[config.mk]
export PLATFORM = sky130hd
export DESIGN_NAME = two_step_line_rasterizer
export DESIGN_NICKNAME = d
export VERILOG_FILES = /design/src/rtl/core/tslr_pkg.sv /design/src/rtl/core/two_step_line_rasterizer.sv
export VERILOG_INCLUDE_DIRS = /design/src /design/src/rtl/core
export SDC_FILE = /design/constraint.sdc
export NUM_CORES = 1
export LEC_CHECK = 0
export BUFFER_PORTS_ARGS = -buffer_cell sky130_fd_sc_hd__buf_2
export CORE_UTILIZATION = 55
export DETAILED_ROUTE_END_ITERATION = 10
export PLACE_DENSITY = 0.75
export SKIP_CTS_REPAIR_TIMING = 1
export SYNTH_ARGS = -nofsm -noshare
export SYNTH_HDL_FRONTEND = slang
export SYNTH_SLANG_ARGS = --single-unit
[constraint.sdc]
create_clock -name clk -period 8.4 [get_ports clk]
set_clock_uncertainty 0.1 [all_clocks]
set_input_delay 0.84 -clock clk [delete_from_list [all_inputs] [get_ports clk]]
set_output_delay 0.84 -clock clk [all_outputs]
set_load 0.01 [all_outputs]
[src/rtl/core/two_step_line_rasterizer_defines.svh]
// Assertion macros for the two-step line rasterizer.
// Included by files that assert; relies on clk and arst_n in the including module.
`ifndef TWO_STEP_LINE_RASTERIZER_DEFINES_SVH
`define TWO_STEP_LINE_RASTERIZER_DEFINES_SVH

// Checked only while out of reset.
`define TSLR_ASSERT(lbl, prop, msg) \
	lbl: assert property (@(posedge clk) disable iff (!arst_n) prop) else $error(msg);

// Checked at every edge, reset included.
`define TSLR_ASSERT_ALWAYS(lbl, prop, msg) \
	lbl: assert property (@(posedge clk) prop) else $error(msg);

`endif

[src/rtl/core/tslr_pkg.sv]
// Types, widths and helpers for the two-step line rasterizer.
// No dependencies.
package tslr_pkg;

	localparam int COORD_BITS = 10;
	localparam int DEC_W      = COORD_BITS + 5;
	localparam int THR_W      = COORD_BITS + 4;
	localparam int STEPS_W    = COORD_BITS - 2;
	localparam int IN_DATA_W  = ((4 * COORD_BITS + 7) / 8) * 8;
	localparam int OUT_DATA_W = ((2 * COORD_BITS + 7) / 8) * 8;
	localparam int BATCH_MAX  = 4;
	localparam int CNT_W      = 3;

	localparam logic [1:0] PH_IDLE = 2'd0;
	localparam logic [1:0] PH_LOOP = 2'd1;
	localparam logic [1:0] PH_LEFT = 2'd2;

	localparam logic ACT_START = 1'b0;
	localparam logic ACT_STEP  = 1'b1;

	typedef logic [COORD_BITS-1:0] coord_t;

	typedef struct packed {
		logic   line_done;
		logic   run_last;
		coord_t py;
		coord_t px;
	} point_t;

	// Move a coordinate by k units in the given direction.
	function automatic coord_t move(coord_t c, logic neg, logic [1:0] k);
		coord_t kk;
		kk = COORD_BITS'(k);
		return neg ? coord_t'(c - kk) : coord_t'(c + kk);
	endfunction

	// Map major/minor coordinates back to x/y.
	function automatic point_t mk_point(logic xm, coord_t a, coord_t b, logic last,
		logic done);
		point_t p;
		p.px        = xm ? a : b;
		p.py        = xm ? b : a;
		p.run_last  = last;
		p.line_done = done;
		return p;
	endfunction

endpackage

[src/rtl/core/two_step_line_rasterizer.sv]
// Two-step line rasterizer: draws from both ends toward the middle, four points a step.
// Depends on tslr_pkg and two_step_line_rasterizer_defines.svh.
//
// Channel  Dir  Payload                                  Marker
// s_axis   in   tdata: x_start, y_start, x_end, y_end    tuser: action
// m_axis   out  tdata: px, py                            tlast: run_last, tuser: line_done
//
// An accepted item is held in the input register until it advances, then its whole batch of
// up to four points is computed in one pass into the point buffer.
// The buffer drains one point per cycle while m_tready is high. An item yields no points
// for a step while idle, 1 or 2 for a start, 4 for a loop step, 1 to 3 for leftovers.
// The next batch loads in the cycle the last buffered point is taken, without a bubble.
// Reset clears all control state; m_tready low holds the buffer and backs up s_tready.
`include "two_step_line_rasterizer_defines.svh"

module two_step_line_rasterizer import tslr_pkg::*; (
	input  logic                  clk,
	input  logic                  arst_n,
	input  logic                  s_tvalid,
	output logic                  s_tready,
	input  logic [IN_DATA_W-1:0]  s_tdata,   // x_start, y_start, x_end, y_end
	input  logic                  s_tuser,   // action
	output logic                  m_tvalid,
	input  logic                  m_tready,
	output logic [OUT_DATA_W-1:0] m_tdata,   // px, py, zero fill
	output logic                  m_tlast,
	output logic                  m_tuser    // line_done
);

	// input register
	logic   vld_s1, act_s1;
	coord_t xs_s1, ys_s1, xe_s1, ye_s1;

	// line state in major/minor form
	coord_t                    na_q, nb_q, fa_q, fb_q;
	logic                      aneg_q, bneg_q, xmaj_q, shallow_q;
	logic signed [DEC_W-1:0]   dec_q;
	logic signed [THR_W-1:0]   thr_q;
	logic signed [DEC_W-1:0]   inc1_q, inc2_q;
	logic [STEPS_W-1:0]        steps_q;
	logic [1:0]                left_q;
	logic [1:0]                phase_q;

	// point buffer
	point_t             pts_q [BATCH_MAX];
	logic [CNT_W-1:0]   cnt_q;

	logic advance, out_take;

	assign out_take = m_tvalid && m_tready;
	assign advance  = vld_s1 && ((cnt_q == '0) || ((cnt_q == CNT_W'(1)) && m_tready));
	assign s_tready = !vld_s1 || advance;

	// next-state values
	coord_t                    na_d, nb_d, fa_d, fb_d;
	logic                      aneg_d, bneg_d, xmaj_d, shallow_d;
	logic signed [DEC_W-1:0]   dec_d;
	logic signed [THR_W-1:0]   thr_d;
	logic signed [DEC_W-1:0]   inc1_d, inc2_d;
	logic [STEPS_W-1:0]        steps_d;
	logic [1:0]                left_d;
	logic [1:0]                phase_d;
	point_t                    pts_d [BATCH_MAX];
	logic [CNT_W-1:0]          cnt_d;

	// start math
	coord_t                    adx, ady, da, db, dam1;
	logic                      xneg, yneg, xm;
	logic signed [DEC_W-1:0]   da_e, db_e, thr_e, i2;
	logic signed [THR_W-1:0]   thr_n;
	logic [STEPS_W-1:0]        st_n;
	logic [1:0]                lf_n, ph_n;

	// step math
	logic                      first, m1, m2, n1, n2, n3;
	logic [1:0]                msum, nsum;
	logic signed [DEC_W-1:0]   thr_x;
	logic [STEPS_W-1:0]        st_dec;
	logic [1:0]                ph_loop;

	always_comb begin
		na_d = na_q; nb_d = nb_q; fa_d = fa_q; fb_d = fb_q;
		aneg_d = aneg_q; bneg_d = bneg_q; xmaj_d = xmaj_q; shallow_d = shallow_q;
		dec_d = dec_q; thr_d = thr_q; inc1_d = inc1_q; inc2_d = inc2_q;
		steps_d = steps_q; left_d = left_q; phase_d = phase_q;
		for (int i = 0; i < BATCH_MAX; i++) begin
			pts_d[i] = pts_q[i];
		end
		cnt_d = '0;

		xneg = xe_s1 < xs_s1;
		yneg = ye_s1 < ys_s1;
		adx  = xneg ? coord_t'(xs_s1 - xe_s1) : coord_t'(xe_s1 - xs_s1);
		ady  = yneg ? coord_t'(ys_s1 - ye_s1) : coord_t'(ye_s1 - ys_s1);
		xm   = adx > ady;
		da   = xm ? adx : ady;
		db   = xm ? ady : adx;
		dam1 = coord_t'(da - coord_t'(1));
		st_n = dam1[COORD_BITS-1:2];
		lf_n = dam1[1:0];
		da_e = DEC_W'(da);
		db_e = DEC_W'(db);
		i2   = (db_e <<< 2) - (da_e <<< 1);
		thr_e = (i2 < 0) ? (db_e <<< 1) : ((db_e - da_e) <<< 1);
		thr_n = thr_e[THR_W-1:0];
		if (st_n != '0) begin
			ph_n = PH_LOOP;
		end else if (lf_n != 2'd0) begin
			ph_n = PH_LEFT;
		end else begin
			ph_n = PH_IDLE;
		end

		thr_x = {{(DEC_W-THR_W){thr_q[THR_W-1]}}, thr_q};
		first = shallow_q ? (dec_q < 0) : (dec_q > 0);
		if (first) begin
			m1 = !shallow_q;
			m2 = !shallow_q;
			n1 = !shallow_q; n2 = !shallow_q; n3 = !shallow_q;
		end else if (dec_q < thr_x) begin
			m1 = 1'b0; m2 = 1'b1;
			n1 = 1'b0; n2 = 1'b1; n3 = 1'b0;
		end else begin
			m1 = 1'b1; m2 = 1'b0;
			n1 = 1'b1; n2 = 1'b0; n3 = shallow_q || (dec_q > thr_x);
		end
		msum    = {1'b0, m1} + {1'b0, m2};
		nsum    = {1'b0, n1} + {1'b0, n2};
		st_dec  = steps_q - STEPS_W'(1);
		ph_loop = (st_dec != '0) ? PH_LOOP : ((left_q != 2'd0) ? PH_LEFT : PH_IDLE);

		if (act_s1 == ACT_START) begin
			xmaj_d = xm;
			aneg_d = xm ? xneg : yneg;
			bneg_d = xm ? yneg : xneg;
			na_d = xm ? xs_s1 : ys_s1;
			nb_d = xm ? ys_s1 : xs_s1;
			fa_d = xm ? xe_s1 : ye_s1;
			fb_d = xm ? ye_s1 : xe_s1;
			if (da == '0) begin
				// equal endpoints: a single point closes the line
				phase_d = PH_IDLE;
				steps_d = '0;
				left_d  = 2'd0;
				pts_d[0] = mk_point(1'b0, ys_s1, xs_s1, 1'b1, 1'b1);
				cnt_d = CNT_W'(1);
			end else begin
				steps_d   = st_n;
				left_d    = lf_n;
				inc2_d    = i2;
				shallow_d = i2 < 0;
				thr_d     = thr_n;
				inc1_d    = thr_e <<< 1;
				dec_d     = (i2 < 0) ? ((thr_e <<< 1) - da_e) : ((thr_e <<< 1) + da_e);
				phase_d   = ph_n;
				pts_d[0] = mk_point(xm, xm ? xs_s1 : ys_s1, xm ? ys_s1 : xs_s1, 1'b0, 1'b0);
				pts_d[1] = mk_point(xm, xm ? xe_s1 : ye_s1, xm ? ye_s1 : xe_s1, 1'b1,
					ph_n == PH_IDLE);
				cnt_d = CNT_W'(2);
			end
		end else begin
			unique case (phase_q)
				PH_LOOP: begin
					dec_d   = dec_q + (first ? inc1_q : inc2_q);
					steps_d = st_dec;
					phase_d = ph_loop;
					na_d = move(na_q, aneg_q, 2'd2);
					nb_d = move(nb_q, bneg_q, msum);
					fa_d = move(fa_q, !aneg_q, 2'd2);
					fb_d = move(fb_q, !bneg_q, msum);
					pts_d[0] = mk_point(xmaj_q, move(na_q, aneg_q, 2'd1),
						move(nb_q, bneg_q, {1'b0, m1}), 1'b0, 1'b0);
					pts_d[1] = mk_point(xmaj_q, move(na_q, aneg_q, 2'd2),
						move(nb_q, bneg_q, msum), 1'b0, 1'b0);
					pts_d[2] = mk_point(xmaj_q, move(fa_q, !aneg_q, 2'd1),
						move(fb_q, !bneg_q, {1'b0, m1}), 1'b0, 1'b0);
					pts_d[3] = mk_point(xmaj_q, move(fa_q, !aneg_q, 2'd2),
						move(fb_q, !bneg_q, msum), 1'b1, ph_loop == PH_IDLE);
					cnt_d = CNT_W'(4);
				end
				PH_LEFT: begin
					// end positions are not read again before the next start
					phase_d = PH_IDLE;
					left_d  = 2'd0;
					pts_d[0] = mk_point(xmaj_q, move(na_q, aneg_q, 2'd1),
						move(nb_q, bneg_q, {1'b0, n1}), left_q == 2'd1, left_q == 2'd1);
					pts_d[1] = mk_point(xmaj_q, move(na_q, aneg_q, 2'd2),
						move(nb_q, bneg_q, nsum), left_q == 2'd2, left_q == 2'd2);
					pts_d[2] = mk_point(xmaj_q, move(fa_q, !aneg_q, 2'd1),
						move(fb_q, !bneg_q, {1'b0, n3}), 1'b1, 1'b1);
					cnt_d = CNT_W'(left_q);
				end
				default: begin
					// step while idle: drop it
					cnt_d = '0;
				end
			endcase
		end
	end

	// input register
	always_ff @(posedge clk or negedge arst_n) begin
		if (!arst_n) begin
			vld_s1 <= 1'b0;
		end else if (s_tready) begin
			vld_s1 <= s_tvalid;
		end
	end

	always_ff @(posedge clk) begin
		if (s_tvalid && s_tready) begin
			act_s1 <= s_tuser;
			xs_s1  <= s_tdata[COORD_BITS-1:0];
			ys_s1  <= s_tdata[2*COORD_BITS-1:COORD_BITS];
			xe_s1  <= s_tdata[3*COORD_BITS-1:2*COORD_BITS];
			ye_s1  <= s_tdata[4*COORD_BITS-1:3*COORD_BITS];
		end
	end

	// line state
	always_ff @(posedge clk or negedge arst_n) begin
		if (!arst_n) begin
			na_q <= '0; nb_q <= '0; fa_q <= '0; fb_q <= '0;
			aneg_q <= 1'b0; bneg_q <= 1'b0; xmaj_q <= 1'b0; shallow_q <= 1'b0;
			dec_q <= '0; thr_q <= '0; inc1_q <= '0; inc2_q <= '0;
			steps_q <= '0; left_q <= 2'd0; phase_q <= PH_IDLE;
		end else if (advance) begin
			na_q <= na_d; nb_q <= nb_d; fa_q <= fa_d; fb_q <= fb_d;
			aneg_q <= aneg_d; bneg_q <= bneg_d; xmaj_q <= xmaj_d; shallow_q <= shallow_d;
			dec_q <= dec_d; thr_q <= thr_d; inc1_q <= inc1_d; inc2_q <= inc2_d;
			steps_q <= steps_d; left_q <= left_d; phase_q <= phase_d;
		end
	end

	// point buffer: load a batch or shift one point out per transaction
	always_ff @(posedge clk or negedge arst_n) begin
		if (!arst_n) begin
			cnt_q <= '0;
		end else if (advance) begin
			cnt_q <= cnt_d;
		end else if (out_take) begin
			cnt_q <= cnt_q - CNT_W'(1);
		end
	end

	always_ff @(posedge clk) begin
		if (advance) begin
			for (int i = 0; i < BATCH_MAX; i++) begin
				pts_q[i] <= pts_d[i];
			end
		end else if (out_take) begin
			for (int i = 0; i < BATCH_MAX - 1; i++) begin
				pts_q[i] <= pts_q[i+1];
			end
		end
	end

	assign m_tvalid = cnt_q != '0;
	assign m_tdata  = OUT_DATA_W'({pts_q[0].py, pts_q[0].px});
	assign m_tlast  = pts_q[0].run_last;
	assign m_tuser  = pts_q[0].line_done;

	`TSLR_ASSERT(a_cnt_range, cnt_q <= CNT_W'(BATCH_MAX), "point buffer overfilled")
	`TSLR_ASSERT(a_batch_end, m_tvalid && (cnt_q == CNT_W'(1)) |-> m_tlast,
		"final buffered point lacks run_last")
	`TSLR_ASSERT(a_done_last, m_tvalid && m_tuser |-> m_tlast, "line_done without run_last")
	`TSLR_ASSERT(a_loop_steps, phase_q == PH_LOOP |-> steps_q != '0,
		"loop phase with no steps left")
	`TSLR_ASSERT(a_drain_hold, m_tvalid && !m_tready |=> cnt_q == $past(cnt_q),
		"point buffer changed while stalled")
	`TSLR_ASSERT_ALWAYS(a_reset_empty, !arst_n |-> !m_tvalid, "output valid in reset")

endmodule
# After elaboration in Yosys (flattened, before gate mapping)
# Memories as Yosys holds them, arrays and structs flattened.
# Index checks and enable logic that the tools add are counted.
# classes
n_eq_ne,9
div_mod_pow,0
add_sub_neg,31
muxes,86
mul,0
n_reduce_logical,25
magnitude_cmp,8
bitwise,5
shift,0
# op_table
operator,count
2-to-1 mux 10 bit,39
2-to-1 mux 22 bit,6
one-hot mux 66 bit (2 select lines),1
2-to-1 mux 44 bit,2
2-to-1 mux 15 bit,5
subtractor 10 bit,4
adder 10 x 1 -> 10 bit,3
subtractor 10 x 1 -> 10 bit,3
"subtractor 10 x 1 -> 10 bit, second input constant",3
2-to-1 mux 8 bit,3
"adder 10 x 1 -> 10 bit, second input constant",2
adder 10 x 2 -> 10 bit,2
"adder 10 x 2 -> 10 bit, second input constant",2
< comparator 10 bit,2
2-to-1 mux 2 bit,10
subtractor 10 x 2 -> 10 bit,2
"subtractor 10 x 2 -> 10 bit, second input constant",2
nonzero test 8 bit,2
adder 15 x 11 -> 15 bit,1
adder 15 bit,1
"greater-than comparator 15 x 1 -> 1 bit, second input constant",1
greater-than comparator 15 x 14 -> 1 bit,1
"< comparator 15 x 1 -> 1 bit, second input constant",1
< comparator 15 x 14 -> 1 bit,1
other kinds (31),65
# totals
n_memories,1
ff_bits,143
word_cells,186
output_inout_bits,28
latchBits,0
ram_bits,88
mem_bits_ro,0
inputBits,45
# memory_table
memory,depth,word_bits,read_ports,rd_ports_with_merged_regs,write_ports,line_no,text
pts_q,4,22,4,0,4,two_step_line_rasterizer.sv:45,point_t pts_q [BATCH_MAX];

# Longest topological paths before layout
# logic_depth
depth_word,12
mapped_depth,46
ltp_nobuf,41

# Worst setup path before layout
# OpenSTA, ideal clock, no wires.
# synth_timing
path_type,register -> register
start,register ye_s1[0]
end,register dec_q[13]
period_less_slack_ps,8584
setup_ps,77
required_time_ps,8223
n_path_buf,6
t_arrival_ps,8407
stages_incl_launch_ff,44
slack_ps,-184
cell_sequence,edfxtp_1 > inv_1 > ha_1 > inv_1 > fa_1 > a21o_1 > a221o_1 > a21oi_4 > mux2i_1 > xor2_1 > ha_1 > clkbuf_1 > and4_1 > nand3_1 > o311ai_1 > nand2_1 > clkbuf_1 > clkbuf_1 > (+8 left out) > or3_1 > buf_6 > buf_2 > nand2_1 > nand2_1 > ha_1 > inv_1 > a21o_1 > a21oi_1 > o21bai_1 > a21oi_1 > nor2_1 > o21ai_0 > nand2b_1 > a21oi_1 > nor3_1 > a311o_1 > a21oi_1
# synth_via
elab_chain_cells,11
elab_cells_between_ends,19
classes_between,6 x add/sub; 3 x order compare; 1 x eq/ne; 7 x mux; 2 x reduce/logical
# synth_lines
element,line_no,text
start: declaration,two_step_line_rasterizer.sv:32,"coord_t xs_s1, ys_s1, xe_s1, ye_s1;"
start signal: assignment,two_step_line_rasterizer.sv:216,ye_s1 <= s_tdata[4*COORD_BITS-1:3*COORD_BITS];
subtractor 10 bit or < comparator 10 bit (tied branches),"two_step_line_rasterizer.sv:94, two_step_line_rasterizer.sv:92",
2-to-1 mux 10 bit (*),two_step_line_rasterizer.sv:94,ady = yneg ? coord_t'(ys_s1 - ye_s1) : coord_t'(ye_s1 - ys_s1);
greater-than comparator 10 bit,two_step_line_rasterizer.sv:95,xm = adx > ady;
2-to-1 mux 10 bit (on tied branches),"two_step_line_rasterizer.sv:96, two_step_line_rasterizer.sv:97",
subtractor 12 x 11 -> 13 bit,two_step_line_rasterizer.sv:103,i2 = (db_e <<< 2) - (da_e <<< 1);
< comparator 13 x 1 -> 1 bit,two_step_line_rasterizer.sv:104,thr_e = (i2 < 0) ? (db_e <<< 1) : ((db_e - da_e) <<< 1);
2-to-1 mux 14 bit (*),two_step_line_rasterizer.sv:104,
named net thr_e[2],two_step_line_rasterizer.sv:69,"logic signed [DEC_W-1:0] da_e, db_e, thr_e, i2;"
adder 15 x 11 -> 15 bit or subtractor 15 x 11 -> 15 bit (tied branches),two_step_line_rasterizer.sv:154,dec_d = (i2 < 0) ? ((thr_e <<< 1) - da_e) : ((thr_e <<< 1) + da_e);
2-to-1 mux 15 bit (*),two_step_line_rasterizer.sv:154,
2-to-1 mux 15 bit (*),two_step_line_rasterizer.sv:140,if (da == '0) begin
2-to-1 mux 15 bit (*),two_step_line_rasterizer.sv:132,if (act_s1 == ACT_START) begin
end signal: assignment,two_step_line_rasterizer.sv:225,dec_q <= '0; thr_q <= '0; inc1_q <= '0; inc2_q <= '0;
end signal: assignment,two_step_line_rasterizer.sv:230,dec_q <= dec_d; thr_q <= thr_d; inc1_q <= inc1_d; inc2_q <= inc2_d;
end: declaration,two_step_line_rasterizer.sv:37,logic signed [DEC_W-1:0] dec_q;
# The timed path passes the listed nets; every way through them passes the cells marked *. The select of a mux whose other input is x is not followed.
# A chain may end at the register's enable or synchronous reset.

# Worst setup path in the final report
# layout_timing
start,register xe_s1[0]
end,register dec_q[10]
# layout_via
elab_chain_cells,11
elab_cells_between_ends,19
classes_between,6 x add/sub; 3 x order compare; 1 x eq/ne; 7 x mux; 2 x reduce/logical
# layout_lines
element,line_no,text
start: declaration,two_step_line_rasterizer.sv:32,
start signal: assignment,two_step_line_rasterizer.sv:215,xe_s1 <= s_tdata[3*COORD_BITS-1:2*COORD_BITS];
subtractor 10 bit or < comparator 10 bit (tied branches),"two_step_line_rasterizer.sv:93, two_step_line_rasterizer.sv:91",
2-to-1 mux 10 bit (*),two_step_line_rasterizer.sv:93,adx = xneg ? coord_t'(xs_s1 - xe_s1) : coord_t'(xe_s1 - xs_s1);
greater-than comparator 10 bit,two_step_line_rasterizer.sv:95,
2-to-1 mux 10 bit (on tied branches),"two_step_line_rasterizer.sv:96, two_step_line_rasterizer.sv:97",
subtractor 12 x 11 -> 13 bit,two_step_line_rasterizer.sv:103,
< comparator 13 x 1 -> 1 bit,two_step_line_rasterizer.sv:104,
2-to-1 mux 14 bit (*),two_step_line_rasterizer.sv:104,
named net thr_e[4],two_step_line_rasterizer.sv:69,
adder 15 x 11 -> 15 bit or subtractor 15 x 11 -> 15 bit (tied branches),two_step_line_rasterizer.sv:154,
2-to-1 mux 15 bit (*),two_step_line_rasterizer.sv:154,
2-to-1 mux 15 bit (*),two_step_line_rasterizer.sv:140,
2-to-1 mux 15 bit (*),two_step_line_rasterizer.sv:132,
# Marks and branches as above.

==> impl_metrics.csv <==
group,metric,value,unit
run_status,outcome,"complete, no violations",
clock_tree,path_clk_slew,0.06,ns
min_path,hold_class,"in2async",
drt,detail_route.wl_per_cell,20.8,um
sta,fmax,0.123,GHz
sta,finalCritPeriodShare,0.970,
worst_setup_path,crit_fanout,15,
sta,slew_headroom,0.228,
logic_synthesis,ys_seq_elements,225,
drt,vias_per_cell,6.07,
logic_synthesis,synth_top_area_share,0.205,
global_route,grt_usage,0.330,
worst_setup_path,worst-setup-path-type,"reg2reg",
logic_synthesis,synth_ff_type,"edfxtp_1",
placed_design,post_dp_cell_area,19900,um2
logic_synthesis,syn_inst,2228,
sta,tightest_slew,1.15,ns
drt,wl,58000,um
sta,fin_tns_setup,0,ns
drt,firstDrtPassIters,6,
drt,drt_iter0_markers,1698,
logic_synthesis,post-synth-top-area-cell,"edfxtp_1",
clock_tree,clockRootBuffer,"clkbuf_16",
sta,hold_violations,0,
worst_setup_path,crit_path_max_incr_delay,0.43,ns
sta,min_period,8.15,ns
drt,dr_total_vias,16910,
sta,grt_setup_unrepaired,"true",
drt,ant_nets,0,
finish,fin_area,21100,um2
clock_tree,clk_latency,0.58,ns
clock_tree,cts_tree,"yes",
finish,final_nets,2551,
worst_setup_path,endpoint_kind,"flip-flop",
worst_setup_path,arrival,8.49,ns
sta,slew_viol_final,0,
global_route,grt_max_degree,86,
sta,final-setup-viol-count,0,
floorplan,die-area,34900,um2
floorplan,num_rows,67,
job,maxCapViolations,0,
logic_synthesis,ys_seq_area_frac,0.334,
finish,diodes,0,
worst_setup_path,critical_path.slowest_cell,"or3_1",
placed_design,routabilityCongestion,0.964,
logic_synthesis,yosys-top-cells-count,"nand2_1 (327), a21oi_1 (234), o21ai_0 (211)",
logic_synthesis,synth_area_leaders,"edfxtp_1 (20%), dfrtp_1 (13%), ha_1 (11%), nand2_1 (6.5%), a21oi_1 (6.2%)",
logic_synthesis,synth_warnings,0,
global_route,grt_pass1_vias,16250,
global_route,grt_pass1_wl,90100,um
finish,syn_to_final_growth,12.5,%
floorplan,core_area,33500,um2
logic_synthesis,syn_area,18800,um2
worst_setup_path,crit_path_start_kind,"flip-flop",
clock_tree,clock-sinks,225,
floorplan,die_x,187,um
logic_synthesis,async_reset_ff_frac,0.431,
finish,drive_gt1_frac,0.126,
logic_synthesis,yosysUniqueCellTypes,87,
floorplan,die_h,187,um
finish,final_cells,2787,
global_route,antenna_found_initial,0,
clock_tree,htreeDepth,1,
clock_tree,clk_path_buf_depth,3,
drt,drc,0,
placed_design,hpwl,43700,um
placed_design,port_buffers,68,
placed_design,numPlacedInstances,2723,
logic_synthesis,synth_edf_count,128,
finish,final_util,0.630,
logic_synthesis,synth_area_per_cell,8.42,um2
logic_synthesis,synth.most_common_cell,"nand2_1",
worst_setup_path,required,8.74,ns
global_route,gr-total-overflow,0,
clock_tree,cts_made_buffers,27,
floorplan,io_pins,73,
floorplan,initial_utilization,0.560,
placed cells by master, fill, tap and decap left out, types with 67 or more instances in the layout:
cell,count
nand2_1,326
a21oi_1,229
o21ai_0,205
ha_1,168
nor2_1,165
inv_1,136
edfxtp_1,128
buf_4,99
dfrtp_1,96
xnor2_1,80
buf_2,67
registers in the layout, indices dropped and copies added (netlist names):
signal and cells:
act_s1 1, aneg_q 1, bneg_q 1, cnt_q 3, dec_q 15, fa_q 10
fb_q 10, inc2_q 12, left_q 2, na_q 10, nb_q 10, phase_q 2
pts_q 87, steps_q 8, thr_q 11, vld_s1 1, xe_s1 10, xmaj_q 1
xs_s1 10, ye_s1 10, ys_s1 10
per-layer routing:
layer  vias to the layer above  wire length [um]  track usage
met2                       690             26300        0.530
met4                         0              3980        0.197
met1                      7950             24300        0.430
li1                       8074                 -            -
met5                         -                 0            0
met3                       196              3420       0.0365
critical path: cells and delay by family (launching register included):
| family | cells | cell delay [ns] |
|---|---|---|
| flops | 1 | 0.39 |
| simple gates | 6 | 1.80 |
| mux | 1 | 0.32 |
| compound gates | 17 | 3.07 |
| buf+inv | 7 | 0.87 |
| fa+ha+maj | 5 | 1.48 |
cell type report:
class	count	area (um2)
fill	2966	12400
multi-input combinational	1754	11700
sequential	225	6270
timing repair buffer	170	1140
clock buffer	33	728
tap	448	561
inverter	140	526
clock inverter	17	171
logic make-up (layout without fill, tap and decap cells):
| logic type | Yosys count | after routing | share of synthesized area |
|---|---|---|---|
| muxes | 64 | 64 | 0.0350 |
| DFF | 225 | 225 | 0.334 |
| buffers and inverters | 253 | 360 | 0.0539 |
| adders and majority gates | 190 | 190 | 0.133 |
| other | 1 | 4 | 0.000200 |
| and+or+nand+nor | 655 | 656 | 0.151 |
| xor gates and xnor gates | 129 | 129 | 0.0621 |
| AOI/OAI and AO/OA | 711 | 711 | 0.231 |
worst paths after layout:
check	start	end	slack (ns)	cells after the start
setup / recovery	xe_s1[0]	dec_q[10]	0.25	36
hold / removal	arst_n	inc2_q[6]	0.19	1
setup reg to reg	xe_s1[0]	dec_q[10]	0.25	36
hold reg to reg	inc2_q[7]	inc2_q[7]	0.39	2
max in group asynchronous	arst_n	xmaj_q	6.78	2
min in group clk	s_tdata[1]	xs_s1[1]	0.33	1
through the flow:
step	hold slack, ns	setup WS, ns
final	0.190	0.251
after global routing	0.241	-0.181
after CTS	0.210	-0.140
after detailed placement	0.374	-0.0588
after global placement	0.355	0.194
after floorplan	0.338	0.00914
Power is left out: the tool's default activity adds up to more than one toggle a clock period on the data nets, which glitch-free logic cannot reach.
